**src/rtl/frame_interval_moving_average_defines.svh**
```systemverilog
// ----------------------------------------------------------------------------
// Frame interval moving average: assertion macros
// Concurrent assertion wrappers; empty when SYNTHESIS is defined.
// ----------------------------------------------------------------------------
`ifndef FRAME_INTERVAL_MOVING_AVERAGE_DEFINES_SVH
`define FRAME_INTERVAL_MOVING_AVERAGE_DEFINES_SVH

`ifndef SYNTHESIS

// Check that cons holds in the same cycle as ante.
`define FIMA_ASSERT_IMP(lbl, clk, rst, ante, cons, msg) \
   lbl: assert property (@(posedge clk) disable iff (rst) (ante) |-> (cons)) \
      else $error(msg);

// Check that cons holds in the cycle after ante.
`define FIMA_ASSERT_NXT(lbl, clk, rst, ante, cons, msg) \
   lbl: assert property (@(posedge clk) disable iff (rst) (ante) |=> (cons)) \
      else $error(msg);

`else

`define FIMA_ASSERT_IMP(lbl, clk, rst, ante, cons, msg)
`define FIMA_ASSERT_NXT(lbl, clk, rst, ante, cons, msg)

`endif

`endif

```
**src/rtl/fima_pkg.sv**
```systemverilog
// ----------------------------------------------------------------------------
// Frame interval moving average: package
// Field widths, register map, reset values and controller states.
// ----------------------------------------------------------------------------
package fima_pkg;

   localparam int unsigned WINDOW_DEFAULT = 50;

   localparam int unsigned STAMP_W    = 64;
   localparam int unsigned AVG_W      = 32;
   localparam int unsigned COUNT_W    = 6;
   localparam int unsigned CSR_DATA_W = 32;
   localparam int unsigned CSR_ADDR_W = 3;

   localparam logic [AVG_W-1:0] REJECT_LIMIT_RESET = 32'd1000000;

   // word index of a register (byte address bit 2)
   localparam logic REG_REJECT_LIMIT = 1'b0;

   typedef logic [STAMP_W-1:0] stamp_type;
   typedef logic [AVG_W-1:0]   avg_type;
   typedef logic [COUNT_W-1:0] count_type;

   typedef enum logic [2:0] {
      S_IDLE,
      S_CHECK,
      S_UPDATE,
      S_DIVIDE,
      S_DONE
   } state_type;

endpackage

```
**src/rtl/fima_if.sv**
```systemverilog
// ----------------------------------------------------------------------------
// Frame interval moving average: channel interfaces
// Valid/ready channels for timestamp beats and result beats.
// ----------------------------------------------------------------------------
interface fima_req_if;
   logic                valid;
   logic                ready;
   fima_pkg::stamp_type timestamp;

   modport source (output valid, output timestamp, input ready);
   modport sink   (input valid, input timestamp, output ready);
endinterface

interface fima_rsp_if;
   logic                valid;
   logic                ready;
   fima_pkg::avg_type   avg_interval;
   fima_pkg::count_type sample_count;
   logic                accepted;

   modport source (output valid, output avg_interval, output sample_count,
                   output accepted, input ready);
   modport sink   (input valid, input avg_interval, input sample_count,
                   input accepted, output ready);
endinterface

```
**src/rtl/frame_interval_moving_average.sv**
```systemverilog
// ----------------------------------------------------------------------------
// Frame interval moving average
// Windowed mean of frame intervals with outlier rejection.
// ----------------------------------------------------------------------------
// One timestamp beat in, one result beat out. The first beat after reset only
// records the timestamp and returns zeros. Every later beat forms the interval
// to the previous timestamp (modulo 2^64, saturated to 32 bits) and keeps it
// only if it lies closer than reject_limit ticks to the current average; kept
// intervals go into a ring of the last WINDOW intervals held in a single-port
// RAM, and the result carries the truncated mean, the held count and the
// accepted flag. A kept interval passes S_CHECK, S_UPDATE and S_DIVIDE, where
// the bit-serial restoring divider produces one quotient bit per cycle over
// the SUM_W-bit window sum; a rejected interval goes from S_CHECK to S_DONE
// and the priming beat from S_IDLE straight to S_DONE. A new timestamp is
// taken as soon as the controller is idle, even while the previous result
// still waits in the output register. No clearing pass after reset: the held
// count tells which RAM entries are live, so there is no start-up delay.
// reject_limit sits at byte address 0 of the APB-style port (reset 1000000).
// ----------------------------------------------------------------------------
`include "frame_interval_moving_average_defines.svh"

module frame_interval_moving_average #(
   parameter int unsigned WINDOW = fima_pkg::WINDOW_DEFAULT
) (
   input  logic                              clock,
   input  logic                              reset,
   fima_req_if.sink                          req_ch,
   fima_rsp_if.source                        rsp_ch,
   input  logic                              psel,
   input  logic                              penable,
   input  logic                              pwrite,
   input  logic [fima_pkg::CSR_ADDR_W-1:0]   paddr,
   input  logic [fima_pkg::CSR_DATA_W-1:0]   pwdata,
   output logic [fima_pkg::CSR_DATA_W-1:0]   prdata,
   output logic                              pready
);

   import fima_pkg::*;

   localparam int unsigned CNT_W  = $clog2(WINDOW + 1);
   localparam int unsigned SLOT_W = (WINDOW > 1) ? $clog2(WINDOW) : 1;
   localparam int unsigned SUM_W  = AVG_W + CNT_W;
   localparam int unsigned STEP_W = $clog2(SUM_W);

   localparam logic [CNT_W-1:0]  WINDOW_CNT = CNT_W'(WINDOW);
   localparam logic [SLOT_W-1:0] LAST_SLOT  = SLOT_W'(WINDOW - 1);
   localparam logic [STEP_W-1:0] LAST_STEP  = STEP_W'(SUM_W - 1);

   // controller
   state_type state_ff, state_in;

   // block state
   logic                primed_ff;
   logic [STAMP_W-1:0]  last_stamp_ff;
   logic [AVG_W-1:0]    limit_ff;
   logic [SLOT_W-1:0]   slot_ff;
   logic [CNT_W-1:0]    count_ff;
   logic [SUM_W-1:0]    sum_ff;
   logic [AVG_W-1:0]    avg_ff;

   // per-beat working registers
   logic [AVG_W-1:0]    interval_ff;
   logic                take_ff;
   logic [SUM_W-1:0]    div_ff;
   logic [CNT_W-1:0]    rem_ff;
   logic [SUM_W-1:0]    quo_ff;
   logic [STEP_W-1:0]   step_ff;

   // interval ring
   logic [AVG_W-1:0]    window_mem [WINDOW];
   logic [AVG_W-1:0]    rd_data_ff;

   // output register
   logic                rsp_valid_ff;
   logic [AVG_W-1:0]    rsp_avg_ff;
   logic [COUNT_W-1:0]  rsp_count_ff;
   logic                rsp_acc_ff;

   // datapath
   logic                req_fire;
   logic                csr_write;
   logic [STAMP_W-1:0]  stamp_diff;
   logic [AVG_W-1:0]    interval_sat;
   logic [AVG_W-1:0]    deviation;
   logic                dev_ok;
   logic                window_full;
   logic [AVG_W-1:0]    old_interval;
   logic [SUM_W-1:0]    sum_next;
   logic [CNT_W:0]      trial;
   logic                fits;
   logic [CNT_W-1:0]    rem_next;
   logic                div_last;

   // controller outputs
   logic                req_ready;
   logic                mem_re;
   logic                mem_we;
   logic                rsp_load;

   // ------------------------------------------------------------------------
   // Configuration port
   // ------------------------------------------------------------------------
   assign pready    = 1'b1;
   assign csr_write = psel && penable && pwrite && pready
                      && (paddr[CSR_ADDR_W-1] == REG_REJECT_LIMIT);
   assign prdata    = (paddr[CSR_ADDR_W-1] == REG_REJECT_LIMIT) ? limit_ff : '0;

   // ------------------------------------------------------------------------
   // Datapath
   // ------------------------------------------------------------------------
   assign req_fire = req_ch.valid && req_ch.ready;

   // wrap is free: the subtract is modulo 2^64; clamp anything past 32 bits
   assign stamp_diff   = req_ch.timestamp - last_stamp_ff;
   assign interval_sat = (|stamp_diff[STAMP_W-1:AVG_W]) ? '1 : stamp_diff[AVG_W-1:0];

   // outlier test against the average left by the last kept interval
   assign deviation = (interval_ff >= avg_ff) ? (interval_ff - avg_ff)
                                               : (avg_ff - interval_ff);
   assign dev_ok    = deviation < limit_ff;

   // entries beyond the held count are not live and are taken as zero
   assign window_full  = (count_ff == WINDOW_CNT);
   assign old_interval = window_full ? rd_data_ff : '0;
   assign sum_next     = sum_ff - SUM_W'(old_interval) + SUM_W'(interval_ff);

   // restoring divide: shift in one dividend bit, subtract if it fits
   assign trial    = {rem_ff, div_ff[SUM_W-1]};
   assign fits     = trial >= {1'b0, count_ff};
   assign rem_next = fits ? CNT_W'(trial - {1'b0, count_ff}) : CNT_W'(trial);
   assign div_last = (step_ff == LAST_STEP);

   // ------------------------------------------------------------------------
   // Controller: next state
   // ------------------------------------------------------------------------
   always_comb begin
      state_in = state_ff;
      case (state_ff)
         S_IDLE: begin
            if (req_fire) begin
               // priming beat skips straight to the result
               state_in = primed_ff ? S_CHECK : S_DONE;
            end
         end
         S_CHECK: begin
            state_in = dev_ok ? S_UPDATE : S_DONE;
         end
         S_UPDATE: begin
            state_in = S_DIVIDE;
         end
         S_DIVIDE: begin
            if (div_last) begin
               state_in = S_DONE;
            end
         end
         S_DONE: begin
            if (rsp_load) begin
               state_in = S_IDLE;
            end
         end
         default: begin
            state_in = S_IDLE;
         end
      endcase
   end

   // ------------------------------------------------------------------------
   // Controller: outputs
   // ------------------------------------------------------------------------
   always_comb begin
      req_ready = 1'b0;
      mem_re    = 1'b0;
      mem_we    = 1'b0;
      rsp_load  = 1'b0;
      case (state_ff)
         S_IDLE: begin
            req_ready = 1'b1;
         end
         S_CHECK: begin
            // fetch the entry the new interval will replace
            mem_re = dev_ok;
         end
         S_UPDATE: begin
            mem_we = 1'b1;
         end
         S_DIVIDE: begin
         end
         S_DONE: begin
            // hand over once the output register is free or draining
            rsp_load = !rsp_valid_ff || rsp_ch.ready;
         end
         default: begin
         end
      endcase
   end

   assign req_ch.ready = req_ready;

   always_ff @(posedge clock) begin
      if (reset) begin
         state_ff <= S_IDLE;
      end else begin
         state_ff <= state_in;
      end
   end

   // ------------------------------------------------------------------------
   // Interval ring RAM: one port, registered read
   // ------------------------------------------------------------------------
   always_ff @(posedge clock) begin
      if (mem_we) begin
         window_mem[slot_ff] <= interval_ff;
      end
      if (mem_re) begin
         rd_data_ff <= window_mem[slot_ff];
      end
   end

   // ------------------------------------------------------------------------
   // Block state
   // ------------------------------------------------------------------------
   always_ff @(posedge clock) begin
      if (reset) begin
         primed_ff     <= 1'b0;
         last_stamp_ff <= '0;
         limit_ff      <= REJECT_LIMIT_RESET;
         slot_ff       <= '0;
         count_ff      <= '0;
         sum_ff        <= '0;
         avg_ff        <= '0;
         rsp_valid_ff  <= 1'b0;
      end else begin
         if (csr_write) begin
            limit_ff <= pwdata;
         end
         if (req_fire) begin
            primed_ff     <= 1'b1;
            last_stamp_ff <= req_ch.timestamp;
         end
         if (state_ff == S_UPDATE) begin
            sum_ff  <= sum_next;
            slot_ff <= (slot_ff == LAST_SLOT) ? '0 : slot_ff + 1'b1;
            if (!window_full) begin
               count_ff <= count_ff + 1'b1;
            end
         end
         if ((state_ff == S_DIVIDE) && div_last) begin
            // the quotient never exceeds the largest interval
            avg_ff <= {quo_ff[AVG_W-2:0], fits};
         end
         if (rsp_load) begin
            rsp_valid_ff <= 1'b1;
         end else if (rsp_ch.ready) begin
            rsp_valid_ff <= 1'b0;
         end
      end
   end

   // ------------------------------------------------------------------------
   // Working registers and output payload
   // ------------------------------------------------------------------------
   always_ff @(posedge clock) begin
      case (state_ff)
         S_IDLE: begin
            if (req_fire) begin
               interval_ff <= interval_sat;
               take_ff     <= 1'b0;
            end
         end
         S_CHECK: begin
            take_ff <= dev_ok;
         end
         S_UPDATE: begin
            // load the divider with the new sum
            div_ff  <= sum_next;
            rem_ff  <= '0;
            quo_ff  <= '0;
            step_ff <= '0;
         end
         S_DIVIDE: begin
            div_ff  <= div_ff << 1;
            rem_ff  <= rem_next;
            quo_ff  <= {quo_ff[SUM_W-2:0], fits};
            step_ff <= step_ff + 1'b1;
         end
         S_DONE: begin
         end
         default: begin
         end
      endcase
      if (rsp_load) begin
         rsp_avg_ff   <= avg_ff;
         rsp_count_ff <= COUNT_W'(count_ff);
         rsp_acc_ff   <= take_ff;
      end
   end

   assign rsp_ch.valid        = rsp_valid_ff;
   assign rsp_ch.avg_interval = rsp_avg_ff;
   assign rsp_ch.sample_count = rsp_count_ff;
   assign rsp_ch.accepted     = rsp_acc_ff;

   // ------------------------------------------------------------------------
   // Assertions
   // ------------------------------------------------------------------------
   // until the ring is full, the write slot tracks the held count
   `FIMA_ASSERT_IMP(a_slot_tracks_count, clock, reset, count_ff != WINDOW_CNT, CNT_W'(slot_ff) == count_ff, "write slot out of step with held count")
   // a kept interval always leaves a nonzero count and a 32-bit quotient
   `FIMA_ASSERT_IMP(a_kept_count, clock, reset, (state_ff == S_DONE) && take_ff, count_ff != '0, "kept interval with empty window")
   `FIMA_ASSERT_IMP(a_quotient_fits, clock, reset, (state_ff == S_DONE) && take_ff, quo_ff[SUM_W-1:AVG_W] == '0, "average overflows 32 bits")
   // a result load always presents a beat in the next cycle
   `FIMA_ASSERT_NXT(a_load_shows, clock, reset, rsp_load, rsp_valid_ff && (state_ff == S_IDLE), "result load lost")

endmodule
```
**src/flat_wrapper.sv**
```systemverilog
// flat-port wrapper written by rule: the top's interface ports become plain ports
module frame_interval_moving_average_flat import fima_pkg::*;
#(
   parameter int unsigned WINDOW = fima_pkg::WINDOW_DEFAULT
)
  (clock, reset, psel, penable, pwrite, paddr, pwdata, prdata, pready, req_ch_valid, req_ch_timestamp, req_ch_ready, rsp_ch_valid, rsp_ch_avg_interval, rsp_ch_sample_count, rsp_ch_accepted, rsp_ch_ready);
  fima_req_if req_ch_i ();
  fima_rsp_if rsp_ch_i ();
  input  logic clock;
  input  logic reset;
  input  logic psel;
  input  logic penable;
  input  logic pwrite;
  input  logic [fima_pkg::CSR_ADDR_W-1:0] paddr;
  input  logic [fima_pkg::CSR_DATA_W-1:0] pwdata;
  output logic [fima_pkg::CSR_DATA_W-1:0] prdata;
  output logic pready;
  input wire logic [$bits(req_ch_i.valid)-1:0] req_ch_valid;
  input wire logic [$bits(req_ch_i.timestamp)-1:0] req_ch_timestamp;
  output wire logic [$bits(req_ch_i.ready)-1:0] req_ch_ready;
  output wire logic [$bits(rsp_ch_i.valid)-1:0] rsp_ch_valid;
  output wire logic [$bits(rsp_ch_i.avg_interval)-1:0] rsp_ch_avg_interval;
  output wire logic [$bits(rsp_ch_i.sample_count)-1:0] rsp_ch_sample_count;
  output wire logic [$bits(rsp_ch_i.accepted)-1:0] rsp_ch_accepted;
  input wire logic [$bits(rsp_ch_i.ready)-1:0] rsp_ch_ready;
  assign req_ch_i.valid = req_ch_valid;
  assign req_ch_i.timestamp = req_ch_timestamp;
  assign req_ch_ready = req_ch_i.ready;
  assign rsp_ch_valid = rsp_ch_i.valid;
  assign rsp_ch_avg_interval = rsp_ch_i.avg_interval;
  assign rsp_ch_sample_count = rsp_ch_i.sample_count;
  assign rsp_ch_accepted = rsp_ch_i.accepted;
  assign rsp_ch_i.ready = rsp_ch_ready;
  frame_interval_moving_average #(.WINDOW(WINDOW)) u_core (.clock(clock), .reset(reset), .req_ch(req_ch_i), .rsp_ch(rsp_ch_i), .psel(psel), .penable(penable), .pwrite(pwrite), .paddr(paddr), .pwdata(pwdata), .prdata(prdata), .pready(pready));
endmodule
```
**config.mk**
```make
export PLATFORM = sky130hd
export DESIGN_NAME = frame_interval_moving_average_flat
export DESIGN_NICKNAME = d
export VERILOG_FILES = /design/src/rtl/fima_pkg.sv /design/src/rtl/fima_if.sv /design/src/rtl/frame_interval_moving_average.sv /design/src/flat_wrapper.sv
export VERILOG_INCLUDE_DIRS = /design/src /design/src/rtl
export SDC_FILE = /design/constraint.sdc
export NUM_CORES = 2
export LEC_CHECK = 0
export ABC_AREA = 1
export BUFFER_PORTS_ARGS = -buffer_cell sky130_fd_sc_hd__buf_2
export CAP_MARGIN = 0
export CORE_UTILIZATION = 45
export CTS_CLUSTER_DIAMETER = 40
export DETAILED_ROUTE_END_ITERATION = 16
export SYNTH_ARGS = -nofsm -noshare
export SYNTH_HDL_FRONTEND = slang
export SYNTH_SLANG_ARGS = --single-unit
```
**constraint.sdc**
```tcl
create_clock -name clock -period 9.57 [get_ports clock]
set_input_delay 2.3925 -clock clock [delete_from_list [all_inputs] [get_ports clock]]
set_output_delay 2.3925 -clock clock [all_outputs]
set_load 0.03 [all_outputs]
```
==> flow_results.xml <==
<?xml version="1.0" encoding="UTF-8"?>
<metrics>
  <group name="die">
    <metric name="die_w" unit="um">439</metric>
    <metric name="die_area" unit="um2">193000</metric>
    <metric name="core_area" unit="um2">190000</metric>
    <metric name="die-height" unit="um">439</metric>
    <metric name="ioPinCount" unit="">180</metric>
    <metric name="initial_utilization" unit="">0.453</metric>
    <metric name="floorplan.rows" unit="">160</metric>
  </group>
  <group name="final_layout">
    <metric name="syn_to_final_growth" unit="%">16.2</metric>
    <metric name="regArea" unit="um2">57300</metric>
    <metric name="mostFrequentLayoutCells" unit="">1785 x sky130_fd_sc_hd__edfxtp_1, 1579 x sky130_fd_sc_hd__nand2_1, 864 x sky130_fd_sc_hd__inv_1</metric>
    <metric name="multiInputGateArea" unit="um2">24700</metric>
    <metric name="layout.core_utilization" unit="">0.526</metric>
    <metric name="finalNetCount" unit="">8113</metric>
    <metric name="stdcell_count" unit="">10500</metric>
    <metric name="drive_above_1_share" unit="">0.118</metric>
    <metric name="final.fill_count" unit="">16300</metric>
    <metric name="stdcell_area" unit="um2">100000</metric>
    <metric name="final_common_cell" unit="">sky130_fd_sc_hd__edfxtp_1</metric>
  </group>
  <group name="sta">
    <metric name="fmax" unit="MHz">144</metric>
    <metric name="fin_crit" unit="ns">6.95</metric>
    <metric name="setup_total_negative_slack" unit="ns">0</metric>
    <metric name="skew" unit="ns">0.0669</metric>
    <metric name="final-hold-violation-count" unit="">0</metric>
    <metric name="post-route-period-util" unit="">0.727</metric>
    <metric name="worst_slew_margin_rel" unit="">0.157</metric>
    <metric name="setup-violations-final" unit="">0</metric>
    <metric name="holdWs" unit="ns">0.420</metric>
    <metric name="setup_repair_after_global_routing_missed_its_margin" unit="">false</metric>
    <metric name="max_slew.worst_pin.slew" unit="ns">1.26</metric>
    <metric name="worst_slack" unit="ns">2.62</metric>
    <metric name="drv_slew" unit="">0</metric>
  </group>
  <group name="power">
    <metric name="leak" unit="nW">36.6</metric>
    <metric name="power_density" unit="nW/um2">210</metric>
    <metric name="combPwrFrac" unit="">0.052</metric>
    <metric name="power" unit="mW">21.0</metric>
    <metric name="irDropWorstVdd" unit="mV">0.155</metric>
    <metric name="power.sequential.fraction" unit="">0.444</metric>
    <metric name="switching_share" unit="">0.224</metric>
    <metric name="p_switching" unit="mW">4.70</metric>
    <metric name="p_int" unit="mW">16.3</metric>
    <metric name="share_of_total_power_in_the_clock_network" unit="">0.505</metric>
  </group>
  <group name="placed_design">
    <metric name="buffer_ports.inserted" unit="">176</metric>
    <metric name="place.detailed.hpwl" unit="um">157000</metric>
    <metric name="place_area" unit="um2">90300</metric>
    <metric name="routability_congestion_estimate_from_global_placement" unit="">0.926</metric>
    <metric name="dp_worst_setup_slack" unit="ns">2.74</metric>
    <metric name="post_place_cells" unit="">9981</metric>
  </group>
  <group name="critical_path">
    <metric name="worst-setup-path-type" unit="">reg -&gt; reg</metric>
    <metric name="worst_ep_arrival" unit="ns">7.44</metric>
    <metric name="critPathLaunchType" unit="">flop</metric>
    <metric name="worst-path-max-fanout" unit="">53</metric>
    <metric name="ff2ff_path_depth" unit="">22</metric>
    <metric name="timing.rr.end" unit="">u_core.rd_data_ff[0]</metric>
    <metric name="critical_path.reg2reg.startpoint" unit="">u_core.interval_ff[18]</metric>
    <metric name="worst_setup_path_end_kind" unit="">flop</metric>
    <metric name="r2r_slack" unit="ns">2.62</metric>
    <metric name="crit_required" unit="ns">10.06</metric>
  </group>
  <group name="route">
    <metric name="drc" unit="">0</metric>
    <metric name="drt_pass1_iterations" unit="">9</metric>
    <metric name="via_count" unit="">59500</metric>
    <metric name="avgRoutedWirePerCell" unit="um">25.0</metric>
    <metric name="detail_route.wirelength" unit="um">263000</metric>
    <metric name="drt_iter0_drc" unit="">6717</metric>
    <metric name="route.antenna.remaining_nets" unit="">0</metric>
    <metric name="detail_route.vias_per_cell" unit="">5.68</metric>
  </group>
  <group name="worst_hold_path">
    <metric name="hold_start" unit="">u_core.take_ff</metric>
    <metric name="cell_depth_of_the_worst_min_delay_path" unit="">0</metric>
    <metric name="hold-path-endpoint" unit="">u_core.rsp_ch.accepted</metric>
    <metric name="worstHoldPathType" unit="">reg -&gt; reg</metric>
  </group>
  <group name="clock_tree">
    <metric name="cts-hold-fix-buffers" unit="">0</metric>
    <metric name="clk_transition_reported_paths" unit="ns">0.06</metric>
    <metric name="post_cts_sizing" unit="">0</metric>
    <metric name="post_cts_setup_buffer_count" unit="">0</metric>
    <metric name="cts_max_level" unit="">5</metric>
    <metric name="worst_skew_pair_later_pin_latency" unit="ns">0.94</metric>
    <metric name="clk_path_buf_depth" unit="">4</metric>
    <metric name="cts_tree" unit="">done</metric>
    <metric name="cts.sink_count" unit="">1968</metric>
    <metric name="cts-root-buf" unit="">sky130_fd_sc_hd__clkbuf_16</metric>
    <metric name="cts_inserted_buffers" unit="">292</metric>
  </group>
  <group name="global_routing">
    <metric name="grt_first_pass_wirelength" unit="um">379000</metric>
    <metric name="grt_use_total" unit="">0.269</metric>
    <metric name="via_count_of_the_first_global_routing_pass" unit="">57000</metric>
    <metric name="antenna_violations_before_repair" unit="">7</metric>
    <metric name="globalRouteOverflowTotal" unit="">0</metric>
    <metric name="grt_max_degree" unit="">114</metric>
  </group>
  <group name="synth">
    <metric name="post_synthesis_cell_type_count" unit="">58</metric>
    <metric name="synth-main-ff-cell" unit="">sky130_fd_sc_hd__edfxtp_1</metric>
    <metric name="syn_area_per_cell" unit="um2">11.5</metric>
    <metric name="syn-num-nets" unit="">7805</metric>
    <metric name="post_synthesis_sequential_area_ratio" unit="">0.665</metric>
    <metric name="async_reset_ff_frac" unit="">0</metric>
    <metric name="post_synth_edffs" unit="">1785</metric>
    <metric name="mappedNetlistArea" unit="um2">86000</metric>
    <metric name="synth.ff_latch_count" unit="">1968</metric>
    <metric name="number_of_warnings_reported_in_the_yosys_synthesis_log" unit="">0</metric>
    <metric name="synthCells" unit="">7456</metric>
  </group>
  <group name="job">
    <metric name="maxCapViolations" unit="">0</metric>
  </group>
  <group name="outcome">
    <metric name="status" unit="">completed</metric>
  </group>
</metrics>
routing by layer:
metal  GRT usage  wire [um]  part of all wire
met1       0.383     113000              0.43
met2       0.408     116000              0.44
met3      0.0648      26200              0.10
met4      0.0754       6500             0.025
met5           0          0                 0
logic make-up after synthesis:
family                   share of synthesized area
buffers and inverters                       0.0526
adder cells (fa/ha/maj)                     0.0385
AO/OA/AOI/OAI                                0.109
AND/OR/NAND/NOR                              0.125
other                                    0.0000436
flip-flops                                   0.665
XOR/XNOR                                   0.00957
Yosys cell counts, drive strengths merged, types with 36 or more instances:
| master | number | share of area |
|---|---|---|
| nor2 | 477 | 0.022 |
| xor2 | 38 | 0.0039 |
| edfxtp | 1785 | 0.62 |
| a22oi | 227 | 0.020 |
| o21a | 37 | 0.0032 |
| o21ai | 293 | 0.017 |
| xnor2 | 56 | 0.0057 |
| nor3 | 39 | 0.0029 |
| a21oi | 447 | 0.026 |
| a221oi | 172 | 0.018 |
| o211ai | 41 | 0.0036 |
| dfxtp | 183 | 0.043 |
| nand4 | 210 | 0.015 |
| inv | 882 | 0.038 |
| fa | 36 | 0.0084 |
| clkbuf | 171 | 0.0075 |
| buf | 116 | 0.0065 |
| nand3 | 172 | 0.012 |
| nand2 | 1610 | 0.071 |
| ha | 207 | 0.030 |
| a22o | 117 | 0.012 |
worst max-delay path, cell delays in order (launching register included):
cell	delay, ns
sky130_fd_sc_hd__edfxtp_1	0.31
sky130_fd_sc_hd__buf_4	0.47
sky130_fd_sc_hd__inv_1	0.24
sky130_fd_sc_hd__ha_1	0.48
sky130_fd_sc_hd__nand2_1	0.20
sky130_fd_sc_hd__inv_1	0.06
sky130_fd_sc_hd__a21oi_1	0.30
sky130_fd_sc_hd__o21ai_1	0.21
sky130_fd_sc_hd__a31oi_1	0.35
sky130_fd_sc_hd__nand3_2	0.79
sky130_fd_sc_hd__inv_2	0.70
sky130_fd_sc_hd__nand2_1	0.09
sky130_fd_sc_hd__nand2_1	0.10
sky130_fd_sc_hd__xnor2_1	0.15
sky130_fd_sc_hd__inv_1	0.07
sky130_fd_sc_hd__ha_1	0.29
sky130_fd_sc_hd__a21oi_1	0.17
sky130_fd_sc_hd__o21ai_0	0.09
sky130_fd_sc_hd__nand2_1	0.06
sky130_fd_sc_hd__o211ai_1	0.11
sky130_fd_sc_hd__a21oi_1	0.13
sky130_fd_sc_hd__nand2_1	0.19
sky130_fd_sc_hd__nor2_4	0.84
registers in the layout, indices dropped and copies added, names as in the netlist:
name / flops
u_core.avg_ff: 32
u_core.div_ff: 38
u_core.window_mem: 1600
u_core.primed_ff: 1
u_core.last_stamp_ff: 64
u_core.rsp_ch.valid: 1
u_core.rd_data_ff: 32
u_core.state_ff: 3
u_core.quo_ff: 31
u_core.limit_ff: 32
u_core.take_ff: 1
u_core.slot_ff: 6
u_core.step_ff: 6
u_core.interval_ff: 32
u_core.rsp_ch.accepted: 1
u_core.count_ff: 6
u_core.rem_ff: 6
u_core.rsp_ch.avg_interval: 32
u_core.rsp_ch.sample_count: 6
u_core.sum_ff: 38
power by group through the flow:
stage	Combinational [mW]	Clock, mW	Sequential, mW
floorplan	0.695	0	9.54
global placement	1.07	0	9.51
detailed placement	1.07	0	9.51
CTS	1.08	10.7	9.33
global route	1.20	11.1	9.33
finish	1.08	10.6	9.33
layout make-up:
cell class / instances / share of cell area
Antenna cell: 8 / 0.000200
Clock buffer: 314 / 0.0744
Clock inverter: 181 / 0.0219
Inverter: 886 / 0.0338
Multi-Input combinational cell: 4315 / 0.247
Sequential cell: 1968 / 0.573
Tap cell: 2511 / 0.0314
Timing Repair Buffer: 301 / 0.0184
how the worst max path moves through the flow:
stage	from	endpoint	cells after the start
2_1_floorplan	paddr[2]	prdata[10]	3
3_3_place_gp	u_core.interval_ff[18]	u_core.rd_data_ff[0]	22
3_5_place_dp	u_core.interval_ff[18]	u_core.rd_data_ff[8]	22
4_1_cts	u_core.interval_ff[18]	u_core.rd_data_ff[0]	22
5_1_grt	u_core.interval_ff[18]	u_core.rd_data_ff[0]	22
6_report	u_core.interval_ff[18]	u_core.rd_data_ff[0]	22
No activity file was read; power rests on OpenSTA's default activity.
